===== config.mk =====
export PLATFORM = sky130hd
export DESIGN_NAME = rchf_cell
export DESIGN_NICKNAME = d
export VERILOG_FILES = /design/src/hdl/rchf_pkg.sv /design/src/hdl/rchf_cell.sv
export SDC_FILE = /design/constraint.sdc
export NUM_CORES = 1
export LEC_CHECK = 0
export BUFFER_PORTS_ARGS = -buffer_cell sky130_fd_sc_hd__buf_2
export CORE_UTILIZATION = 60
export DETAILED_ROUTE_END_ITERATION = 10
export GPL_TIMING_DRIVEN = 0
export PLACE_DENSITY = 0.77
export SETUP_SLACK_MARGIN = 0.5
export SLEW_MARGIN = 15
export SYNTH_ARGS = -nofsm -noshare
export SYNTH_HDL_FRONTEND = slang
export SYNTH_SLANG_ARGS = --single-unit

===== constraint.sdc =====
create_clock -name i_clk -period 22.1 [get_ports i_clk]
set_input_delay 4.42 -clock i_clk [delete_from_list [all_inputs] [get_ports i_clk]]
set_output_delay 4.42 -clock i_clk [all_outputs]
set_load 0.03 [all_outputs]

===== src/hdl/rchf_pkg.sv =====
// Shared types, widths and saturation helpers for the resonant highpass filter.
package rchf_pkg;

    localparam int SMP_W   = 16;                  // audio sample width
    localparam int CFG_W   = 16;                  // coefficient register width
    localparam int STG_W   = 24;                  // stage value width
    localparam int TGT_W   = 30;                  // stage target width (sample plus feedback)
    localparam int DIFF_W  = TGT_W + 1;           // target minus stage
    localparam int PROD_W  = CFG_W + 1 + DIFF_W;  // coefficient times difference
    localparam int DELTA_W = PROD_W - CFG_W;      // product after the Q0.16 shift
    localparam int SUM_W   = DELTA_W + 1;         // stage plus delta
    localparam int FBD_W   = STG_W + 1;           // stage one minus stage two
    localparam int FBP_W   = CFG_W + 1 + FBD_W;   // gain times that difference
    localparam int FB_SH   = 12;                  // Q4.12 gain shift
    localparam int CUT_SH  = 16;                  // Q0.16 coefficient shift

    localparam logic [CFG_W-1:0] CUTOFF_RESET = 16'd65470;
    localparam logic [CFG_W-1:0] GAIN_RESET   = 16'd0;

    localparam logic signed [SUM_W-1:0] STG_MAX_S = SUM_W'(8388607);
    localparam logic signed [SUM_W-1:0] STG_MIN_S = -SUM_W'(8388608);
    localparam logic signed [FBD_W-1:0] OUT_MAX_S = FBD_W'(32767);
    localparam logic signed [FBD_W-1:0] OUT_MIN_S = -FBD_W'(32768);

    // Register indexes on the configuration port
    typedef enum logic {
        REG_CUTOFF = 1'b0,
        REG_GAIN   = 1'b1
    } t_reg_idx;

    typedef enum logic [2:0] {
        ST_IDLE,
        ST_FB,
        ST_RUN,
        ST_WAIT,
        ST_OUT
    } t_state;

    // Control handed to each stage cell
    typedef struct packed {
        logic go;
        logic clr;
    } t_cell_ctl;

    function automatic logic signed [STG_W-1:0] sat24(input logic signed [SUM_W-1:0] v);
        logic signed [STG_W-1:0] r;
        if (v > STG_MAX_S) begin
            r = STG_MAX_S[STG_W-1:0];
        end else if (v < STG_MIN_S) begin
            r = STG_MIN_S[STG_W-1:0];
        end else begin
            r = v[STG_W-1:0];
        end
        return r;
    endfunction

    function automatic logic signed [SMP_W-1:0] sat16(input logic signed [FBD_W-1:0] v);
        logic signed [SMP_W-1:0] r;
        if (v > OUT_MAX_S) begin
            r = OUT_MAX_S[SMP_W-1:0];
        end else if (v < OUT_MIN_S) begin
            r = OUT_MIN_S[SMP_W-1:0];
        end else begin
            r = v[SMP_W-1:0];
        end
        return r;
    endfunction

endpackage


===== src/hdl/rchf_cell.sv =====
// One one-pole lowpass stage cell: multiply on go, update the stage the cycle after.
module rchf_cell import rchf_pkg::*; (
    input  logic                    i_clk,
    input  logic                    i_rst_n,
    input  t_cell_ctl               i_ctl,
    input  logic [CFG_W-1:0]        i_coeff,
    input  logic signed [TGT_W-1:0] i_target,
    output logic signed [STG_W-1:0] o_stage,
    output logic                    o_done
);

    logic signed [STG_W-1:0]   r_stage;
    logic                      r_ph;
    logic                      r_done;
    logic signed [PROD_W-1:0]  r_prod;

    logic signed [DIFF_W-1:0]  w_diff;
    logic signed [PROD_W-1:0]  w_prod;
    logic signed [PROD_W-1:0]  w_rnd;
    logic signed [DELTA_W-1:0] w_delta;
    logic signed [SUM_W-1:0]   w_sum;

    assign w_diff  = {i_target[TGT_W-1], i_target}
                   - {{(DIFF_W-STG_W){r_stage[STG_W-1]}}, r_stage};
    assign w_prod  = $signed({1'b0, i_coeff}) * w_diff;
    // round half up, then drop the Q0.16 fraction
    assign w_rnd   = r_prod + PROD_W'(1 << (CUT_SH - 1));
    assign w_delta = w_rnd[PROD_W-1:CUT_SH];
    assign w_sum   = {{(SUM_W-STG_W){r_stage[STG_W-1]}}, r_stage} + {w_delta[DELTA_W-1], w_delta};

    always_ff @(posedge i_clk) begin
        if (!i_rst_n) begin
            r_stage <= '0;
            r_ph    <= 1'b0;
            r_done  <= 1'b0;
        end else if (i_ctl.clr) begin
            r_stage <= '0;
            r_ph    <= 1'b0;
            r_done  <= 1'b0;
        end else begin
            r_ph   <= i_ctl.go;
            r_done <= r_ph;
            if (r_ph) begin
                r_stage <= sat24(w_sum);
            end
        end
    end

    always_ff @(posedge i_clk) begin
        if (i_ctl.go) begin
            r_prod <= w_prod;
        end
    end

    assign o_stage = r_stage;
    assign o_done  = r_done;

endmodule


==> results of run 1 <==
per-stage QoR:
| step | instances | setup slack (ps) | utilization (%) | cell area [um^2] | hold slack [ps] |
|---|---|---|---|---|---|
| 2_1_floorplan | 2674 | 9900 | - | 23600 | 624 |
| 3_3_place_gp | 3266 | 7450 | 63.6 | 24600 | 649 |
| 3_5_place_dp | 3266 | 7450 | 63.6 | 24600 | 659 |
| 4_1_cts | 3282 | 7730 | 64.4 | 25000 | 666 |
| 5_1_grt | 3282 | 7180 | 64.4 | 25000 | 729 |
| 6_report | 3282 | 7550 | 64.4 | 25000 | 671 |
cell type report:
cell class,instances,area [um^2]
Buffer,114,473
Clock buffer,12,283
Clock inverter,4,28.8
Fill cell,3338,13800
Inverter,569,2140
Multi-Input combinational cell,1932,19500
Sequential cell,59,1510
Tap cell,518,648
Timing Repair Buffer,74,370
flip-flops by register name, indices dropped and copies added, names as in the netlist:
name / count
r_prod: 33
o_stage: 24
o_done: 1
r_ph: 1
worst max-delay path, delay by kind of cell:
kind	cells	cell delay, ps
buf+inv	4	830
fa+ha+maj	9	4090
compound gates	10	2580
xor+xnor	2	1090
simple gates	6	1590
kinds of logic after synthesis:
group	share of synthesized area (%)
mux	0.794
fa+ha+maj	49.6
xor+xnor	4.11
compound gates	10.5
simple gates	17.6
flops	6.40
buf+inv	11.0
routing by layer:
metal	track usage, %	up-vias	share of wire [%]
li1	-	8498	-
met1	47.3	9601	40
met2	58.3	968	46
met3	7.81	197	9.6
met4	13.7	0	4.2
met5	0	-	0
worst max-delay path by stage:
stage / from / to / slack (ps) / depth (start not counted)
3_5_place_dp: i_target[0] / r_prod[45] / 7450 / 31
4_1_cts: i_target[0] / r_prod[45] / 7730 / 31
3_3_place_gp: i_target[0] / r_prod[45] / 7450 / 31
6_report: i_target[0] / r_prod[45] / 7550 / 31
5_1_grt: i_target[0] / r_prod[45] / 7180 / 31
2_1_floorplan: i_target[0] / r_prod[45] / 9900 / 31
synth_stat cells, types with 15 or more instances:
cell type  instances
o32ai_2           19
inv_1            569
nor2_1            66
fa_1             475
nand2b_1          55
xor2_1            37
o21ai_0           70
clkbuf_1         100
o21a_1            32
a21o_1            37
dfxtp_1           26
a21oi_1           83
and3_1            16
nand4_1           27
and2_1           191
nor3_1            15
edfxtp_1          33
nand2_1          299
ha_1             176
xnor2_1           74
nand3_1           33
nor2b_1           35
==> Flow_metrics.wiki, run 1 <==
{| class="wikitable"
! Metric !! Value
|-
| Post-layout nets || 3460
|-
| Antenna Violating Nets Remaining || 0
|-
| First-pass GRT wire length || between 100000 and 150000 um
|-
| Cell area after synthesis || 23600 um^2
|-
| Proportion of layout cells with a drive suffix above 1 || 5.17%
|-
| Outcome || finished clean
|-
| Tightest Hold Check Type || flip-flop to flip-flop
|-
| Global route total overflow || 0
|-
| Max Transition Viols Final || 0
|-
| # DRC || 0
|-
| TritonCTS clock tree || built
|-
| Net count of the mapped netlist || around 3400
|-
| Cell depth of the worst hold path || 2
|-
| Drt first pass iters || 8
|-
| Crit path max fanout || 10
|-
| Area share of the largest cell type after synthesis || about two fifths
|-
| Setup_tns || 0 ps
|-
| Unrepaired setup endpoints after global routing || no
|-
| Core Area || 38700 um^2
|-
| Hold violation count in the final report || 0
|-
| Type of the worst setup path || input pin to flip-flop
|-
| Via-per-instance ratio || between 5 and 6
|-
| Quantity of gates resized following cts || 0
|-
| Min-delay src || o_stage[9]
|-
| Die outline area || 40200 um^2
|-
| Most frequent cells in the layout || inv_1 (569), fa_1 (475), nand2_1 (299)
|-
| Origin of the critical flop-to-flop path || o_stage[0]
|-
| Number of antenna cells inserted || 0
|-
| Worst-Skew Late Latency || 350 ps
|-
| Average detailed-routed wire length per instance || 21.1 um
|-
| Final period utilization || 65.8%
|-
| Actual transition at the worst max-transition pin || 1260 ps
|-
| Worst Path Arrival || 14630 ps
|-
| Number of flops mapped to enable cells by yosys || 33
|-
| Via count of the first global-routing pass || 20600
|-
| Count of maximum capacitance violations || 0
|-
| Synth Flop Type || edfxtp_1
|-
| Sequential share of the synthesized area || 6.40%
|-
| Area added between synthesis and finish || 5.63%
|-
| Top-level I/O count || 75
|-
| CTS hold repair buffers || 0
|-
| CP most frequent cell || fa_1
|-
| Sink Count || 59
|-
| Clock transition at the registers of the reported paths || 60 ps
|-
| Total CTS buffers || 9
|-
| Synthesized instance count || 2674
|-
| Largest cells by area after synthesis || fa_1 (40%), ha_1 (9.3%), inv_1 (9.0%), and2_1 (5.1%), nand2_1 (4.8%)
|-
| Total detailed-routing wirelength || a little under 70000 um
|-
| GRT Util Overall || 35.9%
|-
| Type of element capturing the critical path || flip-flop
|-
| Buffers added on ports || 74
|-
| Row count || around 70
|-
| Register-to-register path setup slack || around 11000 ps
|-
| Warnings, synthesis || 0
|-
| Share of flip-flops with an asynchronous set or reset after synthesis || 0%
|-
| Startpoint kind of the worst setup timing path || input pin
|-
| Post-Route Skew || 6.53 ps
|-
| Number of design-rule violations left by the first detailed-router iteration || 1577
|-
| Maximum number of pins on one net before global-route repair || 35
|-
| Most frequent standard cell in the layout excluding fill and tap cells || inv_1
|-
| Most area-hungry cell type in the Yosys netlist || fa_1
|-
| Flop and latch count out of synthesis || 59
|-
| Count of cells along the worst register-to-register path || 29
|-
| Post-layout minimum cycle time || approximately 15000 ps
|-
| Routability congestion estimate from global placement || 0.983
|-
| CTS Buffer Depth || 2
|-
| Post-CTS setup buffer count || 0
|-
| Max-slew headroom || 15.7%
|-
| Worst-path cell with the longest stage delay || xnor2_1
|-
| Delay of the slowest cell on the worst path || about 970 ps
|-
| Die width || 200 um
|-
| Upper clock frequency limit || slightly below 70 MHz
|-
| Initial core utilization || about 60%
|-
| Vias || about 19000
|-
| Root Driver || clkbuf_16
|-
| Height of the die || ~200 um
|-
| Terminus of the critical flop-to-flop path || r_prod[45]
|-
| DPL Wire Length || just under 60000 um
|-
| Crit path required time || about 22000 ps
|-
| Syn_area_per_cell || about 8.8 um^2
|-
| H-tree depth || 3
|-
| Worst min-delay path endpoint || o_stage[9]
|-
| Final setup violating endpoints || 0
|-
| Initial antenna violation count || 1
|-
| Post-synth cell types || between 70 and 80
|}
Power of run 1 is not shown: default switching activity piles up to over one toggle a cycle in this logic, so the estimate is an artifact.
==> run 2: changes to the inputs <==
--- a/config.mk
+++ b/config.mk
@@ -9,7 +9,7 @@
 export CORE_UTILIZATION = 60
 export DETAILED_ROUTE_END_ITERATION = 10
 export GPL_TIMING_DRIVEN = 0
-export PLACE_DENSITY = 0.77
+export PLACE_DENSITY = 0.8
 export SETUP_SLACK_MARGIN = 0.5
 export SLEW_MARGIN = 15
 export SYNTH_ARGS = -nofsm -noshare
==> constraint.sdc (replaced) <==
create_clock -name i_clk -period 12.2 [get_ports i_clk]
set_input_delay 2.44 -clock i_clk [delete_from_list [all_inputs] [get_ports i_clk]]
set_output_delay 2.44 -clock i_clk [all_outputs]
set_load 0.03 [all_outputs]
==> run 2 against run 1 <==
Effect of this change: die area is the same; critical path depth decreased by 1; core utilization rose by 0.36 points; clock skew rose by 3.5 ps; global-route usage is essentially flat; first-iteration DRC count is 8.2% higher; via count hardly changed; register-to-register slack got worse by 9000 ps; final cell count about the same; sequential cell count is the same; sequential share of layout area barely moved; non-clock buffer count increased by 2; largest cell class unchanged; highest routed layer unchanged.
==> Flow_metrics.wiki, run 2 (synthesis results as in run 1) <==
{| class="wikitable"
! Metric !! Value
|-
| Final period utilization || a little over nine tenths
|-
| Flip-flop count of the largest register, all copies and words added || 33 (unchanged)
|-
| Routability congestion estimate from global placement || 0.977 (was 0.983)
|-
| Sequential cell area || 1510 um^2 (unchanged)
|-
| Register containing the most flip-flops in the final layout || r_prod (unchanged)
|-
| Post-layout nets || 3462 (was 3460)
|-
| Crit path required time || 12270 ps (was 22180 ps)
|-
| Startpoint kind of the worst setup timing path || input pin (unchanged)
|-
| Die outline area || 40200 um^2 (unchanged)
|-
| Via-per-instance ratio || 5.86 (was 5.87)
|-
| Final setup violating endpoints || 0 (unchanged)
|-
| Type of the worst setup path || input pin to flip-flop (unchanged)
|-
| Post-layout minimum cycle time || 11470 ps
|-
| TritonCTS clock tree || built (unchanged)
|-
| Multi-input combinational cell area || 19600 um^2 (was 19500 um^2)
|-
| Area added between synthesis and finish || 6.22% (was 5.63%)
|-
| Total CTS buffers || 9 (unchanged)
|-
| Drt first pass iters || 6 (was 8)
|-
| Count of cells along the worst register-to-register path || 30 (was 29)
|-
| Max-slew headroom || 26.1% (was 15.7%)
|-
| CTS hold repair buffers || 0 (unchanged)
|-
| CTS Buffer Depth || 2 (unchanged)
|-
| GRT Util Overall || 35.9% (about the same)
|-
| Most frequent cells in the layout || inv_1 (569), fa_1 (475), nand2_1 (299) (unchanged)
|-
| Hold violation count in the final report || 0 (unchanged)
|-
| DPL Wire Length || 58300 um (was 58700 um)
|-
| Outcome || finished clean (unchanged)
|-
| Proportion of layout cells with a drive suffix above 1 || 6.11% (was 5.17%)
|-
| Upper clock frequency limit || between 80 and 90 MHz
|-
| Critical path destination || r_prod[41] (was r_prod[45])
|-
| Vias || 19300 (about the same)
|-
| Root Driver || clkbuf_16 (unchanged)
|-
| Global route total overflow || 0 (unchanged)
|-
| Maximum number of pins on one net before global-route repair || 35 (unchanged)
|-
| Terminus of the critical flop-to-flop path || r_prod[41] (was r_prod[45])
|-
| Type of element capturing the critical path || flip-flop (unchanged)
|-
| Row count || 72 (unchanged)
|-
| Via count of the first global-routing pass || 20500 (was 20600)
|-
| Tightest Hold Check Type || flip-flop to flip-flop (unchanged)
|-
| Buffers added on ports || 74 (unchanged)
|-
| Initial core utilization || 61.0% (unchanged)
|-
| Design area || 25100 um^2 (was 25000 um^2)
|-
| # DRC || 0 (unchanged)
|-
| Total detailed-routing wirelength || 68900 um (was 69200 um)
|-
| Unrepaired setup endpoints after global routing || yes (was no)
|-
| CP most frequent cell || fa_1 (unchanged)
|-
| Final cell utilization of the core || 64.8% (was 64.4%)
|-
| Antenna Violating Nets Remaining || 0 (unchanged)
|-
| First-pass GRT wire length || 111000 um (about the same)
|-
| Placed standard-cell area || 24700 um^2 (was 24600 um^2)
|-
| Top-level I/O count || 75 (unchanged)
|-
| Post-placement cell count || 3266 (unchanged)
|-
| Min-delay src || o_stage[10] (was o_stage[9])
|-
| Clock transition at the registers of the reported paths || 60 ps (about the same)
|-
| Most frequent standard cell in the layout excluding fill and tap cells || inv_1 (unchanged)
|-
| Delay of the slowest cell on the worst path || 650 ps (was 970 ps)
|-
| Worst-path cell with the longest stage delay || xor2_1 (was xnor2_1)
|-
| Crit path max fanout || 10 (unchanged)
|-
| H-tree depth || 3 (unchanged)
|-
| Post-Route Skew || 10.0 ps (was 6.53 ps)
|-
| Filler cells || 3256 (was 3338)
|-
| Initial antenna violation count || 1 (unchanged)
|-
| Worst hold slack across all endpoints || 713 ps (was 671 ps)
|-
| Origin of the critical flop-to-flop path || o_stage[1] (was o_stage[0])
|-
| Worst Path Arrival || 11550 ps (was 14630 ps)
|-
| Max Transition Viols Final || 0 (unchanged)
|-
| Core Area || 38700 um^2 (unchanged)
|-
| Die width || 200 um (unchanged)
|-
| Worst-Skew Late Latency || 350 ps (about the same)
|-
| Count of maximum capacitance violations || 0 (unchanged)
|-
| Number of design-rule violations left by the first detailed-router iteration || 1706 (was 1577)
|-
| Sink Count || 59 (unchanged)
|-
| Actual transition at the worst max-transition pin || 1100 ps (was 1260 ps)
|-
| Height of the die || 200 um (unchanged)
|-
| Average detailed-routed wire length per instance || 21.0 um (was 21.1 um)
|-
| Count of placed standard cells in the final layout, fillers left out || 3285 (was 3282)
|-
| Register-to-register path setup slack || 2410 ps (was 11380 ps)
|-
| Startpoint of the worst setup timing path || i_target[6] (was i_target[0])
|}
[run 2: routing by layer]
metal / part of all wire, % / up-vias / track usage [%] / wire length, um
met5: 0 / - / 0 / 0
met4: 4.8 / 0 / 15.2 / 3280
met3: 10 / 226 / 7.97 / 7180
met2: 46 / 969 / 57.1 / 31400
met1: 39 / 9575 / 47.6 / 27000
li1: - / 8489 / - / -
[run 2: worst max-delay path: cells and delay by family]
kind	cells	cell delay (ps)
adder cells (fa/ha/maj)	8	3590
buffers and inverters	4	770
XOR/XNOR	2	840
AND/OR/NAND/NOR	2	350
AO/OA/AOI/OAI	14	3530
[run 2: worst min-delay path by stage]
| stage | slack (ps) | cells past startpoint | to |
|---|---|---|---|
| 6_report | 710 | 2 | o_stage[10] |
| 5_1_grt | 720 | 2 | o_stage[10] |
| 4_1_cts | 690 | 2 | o_stage[8] |
| 3_5_place_dp | 680 | 4 | o_stage[0] |
| 3_3_place_gp | 640 | 2 | o_stage[9] |
| 2_1_floorplan | 620 | 3 | o_done |
[run 2: repair_timing]
| action | CTS | global route |
|---|---|---|
| endpoints found under the hold margin | 0 | 0 |
| pin swaps | 0 | 1 |
| resized for setup | 5 | 33 |
| setup buffers | 0 | 2 |
| setup endpoints to repair | 10 | 13 |
[run 2: layout make-up]
type,instances,share of cell area (%)
multi-input cells,1932,78.3
diodes,1,0.00997
inverters,569,8.51
repair buffers,76,1.54
clock buffers,10,0.912
plain buffers,114,1.94
well taps,518,2.58
flip-flops and latches,59,6.02
clock inverters,6,0.224
[run 2: through the flow]
stage / setup TNS [ps] / setup slack (ps)
5_1_grt: 0 / 488
6_report: 0 / 728
3_5_place_dp: -991 / -280
3_3_place_gp: -3940 / -613
2_1_floorplan: 0 / 1980
4_1_cts: 0 / 511
Power of run 2 is left out for the same reason.
